$ cat src/rtl/prast_pkg.sv
`default_nettype none
// -----------------------------------------------------------------------------
// Parabola rasterizer package
// Opcodes, the screen width register layout and the flag groups shared by the
// step logic and the top level.
// -----------------------------------------------------------------------------
package prast_pkg;

	// Kind of an input item, carried on tuser.
	typedef enum logic {
		OP_START   = 1'b0,
		OP_ADVANCE = 1'b1
	} opcode_t;

	// Screen width register.
	localparam int unsigned SW_BITS = 13;
	localparam logic [SW_BITS-1:0] SW_RESET = 13'd640;

	// Per-curve flags kept in the state registers.
	typedef struct packed {
		logic active;
		logic opens_right;
	} state_flags_t;

	// Flags of one result item.
	typedef struct packed {
		logic point_valid;
		logic last;
	} res_flags_t;

endpackage
`default_nettype wire

$ cat src/rtl/parabola_rasterizer.sv
`default_nettype none
// -----------------------------------------------------------------------------
// Parabola rasterizer
// Streams the point pairs of y^2 = 2|p|x, one pair per advance item.
// -----------------------------------------------------------------------------
// A start item (tuser 0) loads the vertex and p and answers with an all-zero
// item; each advance item (tuser 1) answers with the current column and the
// two mirrored rows, then steps toward the neighbor with the smallest
// residual. The block takes one item per clock while the output register
// is free; each item passes the input register, then the step logic ahead
// of the output register. The step logic reads and rewrites the curve state
// for each item. The screen width may only be written while no item is in
// flight.
module parabola_rasterizer #(
	parameter int COORD_BITS = 13
) (
	input  logic clk,
	input  logic arst_n,

	// Screen width register write channel.
	input  logic                                 cfg_valid,
	output logic                                 cfg_ready,
	input  logic [prast_pkg::SW_BITS-1:0]        cfg_data,

	input  logic                                 s_axis_tvalid,
	output logic                                 s_axis_tready,
	// tdata, lowest bit first: vertex_x, vertex_y, focal_param, zero fill.
	input  logic [((3*COORD_BITS+7)/8)*8-1:0]    s_axis_tdata,
	// tuser: opcode.
	input  logic                                 s_axis_tuser,

	output logic                                 m_axis_tvalid,
	input  logic                                 m_axis_tready,
	// tdata, lowest bit first: point_x, point_y_upper, point_y_lower, zero fill.
	output logic [((3*(COORD_BITS+2)+7)/8)*8-1:0] m_axis_tdata,
	// tuser: point_valid.
	output logic                                 m_axis_tuser,
	output logic                                 m_axis_tlast
);
	import prast_pkg::*;

	localparam int CW     = COORD_BITS + 2;
	localparam int RW     = 2 * COORD_BITS + 4;
	localparam int OUT_DW = ((3 * CW + 7) / 8) * 8;

	// Input register.
	logic                         valid_s1;
	opcode_t                      op_s1;
	logic signed [COORD_BITS-1:0] vx_s1, vy_s1, vp_s1;

	// Output register.
	logic                         valid_s2;
	logic signed [CW-1:0]         px_s2, pyu_s2, pyl_s2;
	res_flags_t                   flags_s2;

	// Curve state.
	logic [SW_BITS-1:0]           sw_q;
	state_flags_t                 flags_q, nxt_flags;
	logic signed [COORD_BITS-1:0] orgx_q, orgy_q, nxt_orgx, nxt_orgy;
	logic [COORD_BITS-2:0]        pmag_q, nxt_pmag;
	logic [COORD_BITS-1:0]        ox_q, nxt_ox;
	logic [COORD_BITS:0]          oy_q, nxt_oy;
	logic signed [RW-1:0]         resid_q, nxt_resid;
	logic signed [CW-1:0]         res_x, res_yu, res_yl;
	res_flags_t                   res_flags;

	logic out_free, fire_s1, fire_in;

	// The output register frees up when it is empty or being drained, so an
	// item moves on every cycle while the downstream side keeps up.
	assign out_free      = !valid_s2 || m_axis_tready;
	assign fire_s1       = valid_s1 && out_free;
	assign s_axis_tready = !valid_s1 || out_free;
	assign fire_in       = s_axis_tvalid && s_axis_tready;
	assign cfg_ready     = 1'b1;

	always_ff @(posedge clk or negedge arst_n) begin
		if (!arst_n) begin
			valid_s1 <= 1'b0;
		end else if (s_axis_tready) begin
			valid_s1 <= s_axis_tvalid;
		end
	end

	always_ff @(posedge clk) begin
		if (fire_in) begin
			op_s1 <= opcode_t'(s_axis_tuser);
			vx_s1 <= s_axis_tdata[COORD_BITS-1:0];
			vy_s1 <= s_axis_tdata[2*COORD_BITS-1:COORD_BITS];
			vp_s1 <= s_axis_tdata[3*COORD_BITS-1:2*COORD_BITS];
		end
	end

	prast_step #(
		.COORD_BITS(COORD_BITS)
	) u_step (
		.op            (op_s1),
		.vertex_x      (vx_s1),
		.vertex_y      (vy_s1),
		.focal_param   (vp_s1),
		.visible_cols  (sw_q),
		.flags         (flags_q),
		.origin_x      (orgx_q),
		.origin_y      (orgy_q),
		.param_mag     (pmag_q),
		.offset_x      (ox_q),
		.offset_y      (oy_q),
		.resid         (resid_q),
		.nxt_flags     (nxt_flags),
		.nxt_origin_x  (nxt_orgx),
		.nxt_origin_y  (nxt_orgy),
		.nxt_param_mag (nxt_pmag),
		.nxt_offset_x  (nxt_ox),
		.nxt_offset_y  (nxt_oy),
		.nxt_resid     (nxt_resid),
		.point_x       (res_x),
		.point_y_upper (res_yu),
		.point_y_lower (res_yl),
		.res_flags     (res_flags)
	);

	// Curve state and the screen width register. The residual tracks
	// y^2 - 2|p|x at the current offsets and starts at zero on the vertex.
	always_ff @(posedge clk or negedge arst_n) begin
		if (!arst_n) begin
			sw_q    <= SW_RESET;
			flags_q <= '0;
			orgx_q  <= '0;
			orgy_q  <= '0;
			pmag_q  <= '0;
			ox_q    <= '0;
			oy_q    <= '0;
			resid_q <= '0;
		end else begin
			if (cfg_valid) begin
				sw_q <= cfg_data;
			end
			if (fire_s1) begin
				flags_q <= nxt_flags;
				orgx_q  <= nxt_orgx;
				orgy_q  <= nxt_orgy;
				pmag_q  <= nxt_pmag;
				ox_q    <= nxt_ox;
				oy_q    <= nxt_oy;
				resid_q <= nxt_resid;
			end
		end
	end

	always_ff @(posedge clk or negedge arst_n) begin
		if (!arst_n) begin
			valid_s2 <= 1'b0;
		end else if (out_free) begin
			valid_s2 <= valid_s1;
		end
	end

	always_ff @(posedge clk) begin
		if (fire_s1) begin
			px_s2    <= res_x;
			pyu_s2   <= res_yu;
			pyl_s2   <= res_yl;
			flags_s2 <= res_flags;
		end
	end

	assign m_axis_tvalid = valid_s2;
	assign m_axis_tdata  = OUT_DW'({pyl_s2, pyu_s2, px_s2});
	assign m_axis_tuser  = flags_s2.point_valid;
	assign m_axis_tlast  = flags_s2.last;

`ifndef SYNTH
	// A start item leaves a loaded curve sitting on its vertex.
	assert property (@(posedge clk) disable iff (!arst_n)
		fire_s1 && (op_s1 == OP_START) |=>
			flags_q.active && (ox_q == '0) && (oy_q == '0) && (resid_q == '0))
		else $error("start item did not load the curve");

	// Ending a curve unloads it.
	assert property (@(posedge clk) disable iff (!arst_n)
		fire_s1 && res_flags.last |=> !flags_q.active)
		else $error("curve still loaded after its last item");

	// The offsets only move when an item passes through the step logic.
	assert property (@(posedge clk) disable iff (!arst_n)
		!fire_s1 |=> $stable(ox_q) && $stable(oy_q) && $stable(resid_q))
		else $error("curve state changed with no item");

	// An advance moves each offset by at most one.
	assert property (@(posedge clk) disable iff (!arst_n)
		fire_s1 && (op_s1 == OP_ADVANCE) |=>
			((ox_q == $past(ox_q)) || (ox_q == $past(ox_q) + 1'b1)) &&
			((oy_q == $past(oy_q)) || (oy_q == $past(oy_q) + 1'b1)))
		else $error("offset jumped by more than one");
`endif

endmodule
`default_nettype wire

$ cat src/rtl/prast_step.sv
`default_nettype none
// -----------------------------------------------------------------------------
// Parabola rasterizer step logic
// Computes the result item and the next curve state for one input item. The
// residual y^2 - 2px is carried incrementally, so no multiplier is needed.
// -----------------------------------------------------------------------------
module prast_step #(
	parameter int COORD_BITS = 13
) (
	input  prast_pkg::opcode_t                      op,
	input  logic signed [COORD_BITS-1:0]            vertex_x,
	input  logic signed [COORD_BITS-1:0]            vertex_y,
	input  logic signed [COORD_BITS-1:0]            focal_param,
	input  logic [prast_pkg::SW_BITS-1:0]           visible_cols,
	input  prast_pkg::state_flags_t                 flags,
	input  logic signed [COORD_BITS-1:0]            origin_x,
	input  logic signed [COORD_BITS-1:0]            origin_y,
	input  logic [COORD_BITS-2:0]                   param_mag,
	input  logic [COORD_BITS-1:0]                   offset_x,
	input  logic [COORD_BITS:0]                     offset_y,
	input  logic signed [2*COORD_BITS+3:0]          resid,
	output prast_pkg::state_flags_t                 nxt_flags,
	output logic signed [COORD_BITS-1:0]            nxt_origin_x,
	output logic signed [COORD_BITS-1:0]            nxt_origin_y,
	output logic [COORD_BITS-2:0]                   nxt_param_mag,
	output logic [COORD_BITS-1:0]                   nxt_offset_x,
	output logic [COORD_BITS:0]                     nxt_offset_y,
	output logic signed [2*COORD_BITS+3:0]          nxt_resid,
	output logic signed [COORD_BITS+1:0]            point_x,
	output logic signed [COORD_BITS+1:0]            point_y_upper,
	output logic signed [COORD_BITS+1:0]            point_y_lower,
	output prast_pkg::res_flags_t                   res_flags
);
	import prast_pkg::*;

	localparam int CW   = COORD_BITS + 2;
	localparam int RW   = 2 * COORD_BITS + 4;
	localparam int CMPW = (CW - 1 > SW_BITS) ? CW - 1 : SW_BITS;
	localparam logic [COORD_BITS-1:0] OX_MAX   = '1;
	localparam logic [COORD_BITS:0]   OY_MAX   = '1;
	localparam logic [COORD_BITS-2:0] PMAG_MAX = '1;

	function automatic logic signed [CW-1:0] sat_row(input logic signed [CW:0] v);
		logic signed [CW-1:0] s;
		if (v[CW] != v[CW-1]) begin
			s = v[CW] ? {1'b1, {(CW-1){1'b0}}} : {1'b0, {(CW-1){1'b1}}};
		end else begin
			s = v[CW-1:0];
		end
		return s;
	endfunction

	function automatic logic on_screen(input logic signed [CW-1:0] c,
			input logic [SW_BITS-1:0] w);
		return !c[CW-1] && (CMPW'(c[CW-2:0]) < CMPW'(w));
	endfunction

	function automatic logic [RW-1:0] abs_r(input logic signed [RW-1:0] v);
		return v[RW-1] ? RW'(-v) : RW'(v);
	endfunction

	logic signed [CW-1:0] orgx_w, offx_w, col, col_n;
	logic signed [CW:0]   orgy_w, offy_w;
	logic signed [RW-1:0] two_p, inc_y, dv_raw, dh_raw, dd_raw;
	logic [RW-1:0]        dv, dh, dd;
	logic                 step_x, step_y, take_x, take_y, last_n;
	logic [COORD_BITS-1:0] p_abs, ox_n;
	logic [COORD_BITS:0]   oy_n;

	assign orgx_w = CW'(origin_x);
	assign offx_w = CW'(offset_x);
	assign col    = flags.opens_right ? orgx_w + offx_w : orgx_w - offx_w;
	assign orgy_w = (CW+1)'(origin_y);
	assign offy_w = (CW+1)'(offset_y);

	// Moving one column costs 2p, moving one row costs 2y+1.
	assign two_p  = RW'({param_mag, 1'b0});
	assign inc_y  = RW'({offset_y, 1'b1});
	assign dv_raw = resid + inc_y;
	assign dh_raw = resid - two_p;
	assign dd_raw = dv_raw - two_p;
	assign dv     = abs_r(dv_raw);
	assign dh     = abs_r(dh_raw);
	assign dd     = abs_r(dd_raw);

	// The vertical step wins a tie with the horizontal one, a plain step wins
	// a tie with the diagonal one.
	always_comb begin
		if (dh < dv) begin
			step_x = 1'b1;
			step_y = dd < dh;
		end else begin
			step_y = 1'b1;
			step_x = dd < dv;
		end
	end

	assign take_x = step_x && (offset_x != OX_MAX);
	assign take_y = step_y && (offset_y != OY_MAX);
	assign ox_n   = take_x ? offset_x + 1'b1 : offset_x;
	assign oy_n   = take_y ? offset_y + 1'b1 : offset_y;
	assign col_n  = !take_x ? col : (flags.opens_right ? col + 1'b1 : col - 1'b1);
	assign last_n = !on_screen(col_n, visible_cols) ||
			((ox_n == OX_MAX) && (oy_n == OY_MAX));

	assign p_abs = focal_param[COORD_BITS-1] ? COORD_BITS'(-focal_param)
			: COORD_BITS'(focal_param);

	always_comb begin
		nxt_flags     = flags;
		nxt_origin_x  = origin_x;
		nxt_origin_y  = origin_y;
		nxt_param_mag = param_mag;
		nxt_offset_x  = offset_x;
		nxt_offset_y  = offset_y;
		nxt_resid     = resid;
		point_x       = '0;
		point_y_upper = '0;
		point_y_lower = '0;
		res_flags     = '0;
		unique case (op)
			OP_START: begin
				nxt_origin_x          = vertex_x;
				nxt_origin_y          = vertex_y;
				nxt_flags.opens_right = !focal_param[COORD_BITS-1] && (focal_param != '0);
				nxt_param_mag         = p_abs[COORD_BITS-1] ? PMAG_MAX : p_abs[COORD_BITS-2:0];
				nxt_offset_x          = '0;
				nxt_offset_y          = '0;
				nxt_resid             = '0;
				nxt_flags.active      = 1'b1;
			end
			OP_ADVANCE: begin
				if (!flags.active) begin
					res_flags.last = 1'b1;
				end else begin
					point_x       = col;
					point_y_upper = sat_row(orgy_w - offy_w);
					point_y_lower = sat_row(orgy_w + offy_w);
					if (!on_screen(col, visible_cols)) begin
						res_flags.last   = 1'b1;
						nxt_flags.active = 1'b0;
					end else begin
						res_flags.point_valid = 1'b1;
						nxt_offset_x = ox_n;
						nxt_offset_y = oy_n;
						nxt_resid    = resid + (take_y ? inc_y : '0) - (take_x ? two_p : '0);
						if (last_n) begin
							res_flags.last   = 1'b1;
							nxt_flags.active = 1'b0;
						end
					end
				end
			end
			default: begin
				res_flags = '0;
			end
		endcase
	end

endmodule
`default_nettype wire

$ cat config.mk
export PLATFORM = sky130hd
export DESIGN_NAME = parabola_rasterizer
export DESIGN_NICKNAME = d
export VERILOG_FILES = /design/src/rtl/prast_pkg.sv /design/src/rtl/parabola_rasterizer.sv /design/src/rtl/prast_step.sv
export SDC_FILE = /design/constraint.sdc
export NUM_CORES = 1
export LEC_CHECK = 0
export BUFFER_PORTS_ARGS = -buffer_cell sky130_fd_sc_hd__buf_2
export CAP_MARGIN = 25
export CELL_PAD_IN_SITES_DETAIL_PLACEMENT = 1
export CELL_PAD_IN_SITES_GLOBAL_PLACEMENT = 1
export CORE_UTILIZATION = 40
export CTS_CLUSTER_DIAMETER = 80
export DETAILED_ROUTE_END_ITERATION = 10
export GPL_TIMING_DRIVEN = 0
export PLACE_DENSITY = 0.78
export SETUP_SLACK_MARGIN = 0.1
export SLEW_MARGIN = 15
export SYNTH_ARGS = -nofsm -noshare
export SYNTH_HDL_FRONTEND = slang
export SYNTH_SLANG_ARGS = --single-unit
export TNS_END_PERCENT = 100
$ cat constraint.sdc
create_clock -name clk -period 12.8 [get_ports clk]
set_input_delay 2.56 -clock clk [delete_from_list [all_inputs] [get_ports clk]]
set_output_delay 2.56 -clock clk [all_outputs]
set_load 0.02 [all_outputs]
==> impl_metrics.tcl <==
set metrics [dict create \
    synthXorXnorAreaFrac 0.113 \
    drt_pre_antenna_iters 5 \
    max-cap-violations 0 \
    worst_setup_skew_after_layout_ns 0.0170 \
    synth.ff_latch_count 199 \
    fraction_of_final_layout_cells_with_drive_strength_greater_than_1 0.0915 \
    timing_max_transition_violations_final 0 \
    most_common_flop_cell_mapped_by_yosys "sky130_fd_sc_hd__dfrtp_1" \
    io_pins 112 \
    setup.worst_path.class "flip-flop to flip-flop" \
    hold_violations 0 \
    post_synthesis_instance_area_um2 21100 \
    synthCells 2505 \
    via_per_inst 5.82 \
    synth.lib_cells_used.distinct 101 \
    worst_ep_required_time_ns 13.12 \
    synth_top_area_share 0.161 \
    placement.io_buffers 105 \
    first_global_vias 20615 \
    dominant_combinational_cell_family_by_area_after_synthesis "compound AO/OA/AOI/OAI gates" \
    cts_buffer_depth 2 \
    grt_remaining_overflow 0 \
    final_antenna_net_count 0 \
    place.detailed.hpwl_um 56700 \
    number_of_antenna_violations_at_the_first_check_in_global_routing 0 \
    dr_total_vias 19426 \
    setup_total_negative_slack_ns 0 \
    fp.dieArea_um2 53600 \
    slowest_stage "sky130_fd_sc_hd__nor4_2" \
    synth.area.mux_share 0.00451 \
    overall_die_width_um 232 \
    drt_drc_violations_left 0 \
    fin_crit_ns 12.22 \
    n_antenna_cell 0 \
    synth_compound_area_frac 0.207 \
    effective_utilization_at_floorplan 0.407 \
    synth_top_cell_by_area "sky130_fd_sc_hd__ha_1" \
    clock_slew_at_the_register_clock_pins_of_the_worst_setup_and_hold_paths_ns 0.09 \
    ctsHtreeMaxLevel 4 \
    syn_area_per_cell_um2 8.41 \
    cp_max_fo 10 \
    ys_seq_area_frac 0.257 \
    worstMarginPinSlew_ns 1.02 \
    crit_path_end_kind "flip-flop" \
    grt_util_all_layers 0.265 \
    die_height_um 232 \
    cp-start-kind "flip-flop" \
    core_region_area_um2 51700 \
    tritoncts "yes" \
    async_flop_share 0.563 \
    routedWlPerCell_um 21.1 \
    synth_fa_ha_area_frac 0.179 \
    achievable-frequency_mhz 81.9 \
    slew_headroom 0.318 \
    critical_path_buf_inv_count 7 \
    final_net_count 2991 \
    synth_warnings 0 \
    detail_route.iter0.violations 1146 \
    synthSimpleGateAreaFrac 0.190 \
    ctsRootBufferMaster "sky130_fd_sc_hd__clkbuf_16" \
    largest_net_degree_at_the_start_of_global_routing 59 \
    num_cts_buffers 17 \
    worstHoldPathType "flip-flop to flip-flop" \
    timing.critical_path.slowest_cell_delay_ns 0.59 \
    setup_viol 0 \
    outcome "finished, final reports clean" \
    cp.arrival_ns 12.54 \
    synth_edf_count 87 \
    std_cell_rows 83 \
    ys_top_cells_by_area "sky130_fd_sc_hd__ha_1 (16%), sky130_fd_sc_hd__dfrtp_1 (13%), sky130_fd_sc_hd__edfxtp_1 (12%)" \
    period_share 0.954 \
    area_growth_from_synthesis_to_layout_pct 10.5 \
    final_gp_congestion 0.921 \
    routed_wl_um 70500 \
    grt_setup_unrepaired "true" \
    clock_sink_count 199 \
    grt_pass1_wl_um 112000 \
    critPathTopFamily "compound AO/OA/AOI/OAI gates" \
    insertion_delay_to_the_later_sink_of_the_worst_skew_pair_ns 0.48 \
]
[worst register-to-register path, delay by kind of cell, from the launching register on]
kind	cells	cell delay (ns)
flip-flops	1	0.49
AND/OR/NAND/NOR	9	1.88
AO/OA/AOI/OAI	23	5.59
buffers and inverters	7	1.38
adder cells (fa/ha/maj)	5	1.97
XOR/XNOR	3	0.77
[flip-flops by register name (all words and copies together) (netlist names)]
name,flops
resid_q,30
px_s2,15
pyl_s2,15
pyu_s2,15
oy_q,14
orgx_q,13
orgy_q,13
ox_q,13
sw_q,13
vp_s1,13
vx_s1,13
vy_s1,13
pmag_q,12
flags_q,2
m_axis_tlast,1
m_axis_tuser,1
m_axis_tvalid,1
op_s1,1
valid_s1,1
[cells by family after synthesis]
group | count (synthesis)
multiplexers | 9
adder cells (fa/ha/maj) | 290
XOR/XNOR | 267
AND/OR/NAND/NOR | 810
flip-flops | 199
buffers and inverters | 262
other | 2
AO/OA/AOI/OAI | 666
[cell type report]
type / instances / area (um2)
Fill cell: 6267 / 28400
Clock inverter: 14 / 174
Multi-Input combinational cell: 2046 / 14700
Buffer: 89 / 408
Timing Repair Buffer: 117 / 654
Tap cell: 680 / 851
Clock buffer: 18 / 450
Inverter: 172 / 649
Sequential cell: 199 / 5420
[stage by stage]
stage               hold slack (ns)  std cells  worst slack, ns  cell area [um2]   util
floorplan                     0.415       2507             2.59            21100      -
global placement              0.422       3292           -0.578            22500  0.434
detailed placement            0.432       3295           -0.880            22500  0.436
CTS                           0.450       3328            0.102            23200  0.448
global route                  0.460       3335          -0.0273            23300  0.450
finish                        0.446       3335            0.584            23300  0.450
[timing repair]
item,CTS,global route
hold buffers,0,0
resized for setup,7,13
buffers inserted,2,7
endpoints found under the setup margin,12,15
hold endpoints to repair,0,0
pin swaps,1,1
[per-layer routing]
layer	wire length [um]	part of all wire	vias to the layer above	global-route usage
li1	-	-	9222	-
met1	30900	0.44	9656	0.332
met2	35200	0.50	437	0.477
met3	2600	0.037	111	0.0240
met4	1720	0.024	0	0.0801
met5	0	0	-	0
[synth_stat cells, drive strengths merged, types with 7 or more instances]
cell type  number
o21ai         178
buf            21
a21oi         162
nand3          68
nor2b          25
ha            271
nor3           57
a21boi          9
o211ai         21
nor3b           9
and2           28
o22ai          24
clkbuf         69
edfxtp         87
a21o           67
o21a           36
xor2           89
a31oi          22
and3           32
or4             8
o31ai          28
inv           170
nor2          176
fa             19
or3            34
o21bai         15
nand2         252
nand2b         29
nor4           17
dfrtp         110
nand4          38
a211o           8
and4            7
xnor2         178
o221ai          9
or2            12
a2111oi         8
a211oi         19
[layout by cell type (no fill, tap or decap), types with 25 or more instances in the layout]
master                     netlist  final
sky130_fd_sc_hd__and2_1         28     27
sky130_fd_sc_hd__clkbuf_1       68     62
sky130_fd_sc_hd__o21a_1         36     36
sky130_fd_sc_hd__nor3_1         54     54
sky130_fd_sc_hd__edfxtp_1       87     87
sky130_fd_sc_hd__nand3_1        67     67
sky130_fd_sc_hd__inv_1         170    170
sky130_fd_sc_hd__or3_1          34     34
sky130_fd_sc_hd__nor2_1        175    175
sky130_fd_sc_hd__ha_1          271    271
sky130_fd_sc_hd__nor2b_1        25     25
sky130_fd_sc_hd__dfrtp_1       110    110
sky130_fd_sc_hd__xnor2_1       175    174
sky130_fd_sc_hd__o31ai_1        26     25
sky130_fd_sc_hd__a21o_1         67     67
sky130_fd_sc_hd__o21ai_0       172    171
sky130_fd_sc_hd__and3_1         31     31
sky130_fd_sc_hd__nand2_1       252    252
sky130_fd_sc_hd__xor2_1         89     88
sky130_fd_sc_hd__a21oi_1       162    162
sky130_fd_sc_hd__nand4_1        36     36
sky130_fd_sc_hd__buf_2           8    113
sky130_fd_sc_hd__nand2b_1       27     27
[worst paths after layout]
| path | startpoint | end | slack [ns] | cells after the start |
|---|---|---|---|---|
| min | vx_s1[8] | orgx_q[8] | 0.45 | 2 |
| min in group asynchronous | arst_n | valid_s1 | 2.07 | 1 |
| max in group asynchronous | arst_n | resid_q[9] | 10.00 | 2 |
| max reg2reg | resid_q[0] | resid_q[29] | 0.58 | 47 |
| min reg2reg | vx_s1[8] | orgx_q[8] | 0.45 | 2 |
| max | resid_q[0] | resid_q[29] | 0.58 | 47 |
Power is not shown: default switching activity piles up to over one toggle a cycle in this logic, so the estimate is an artifact.
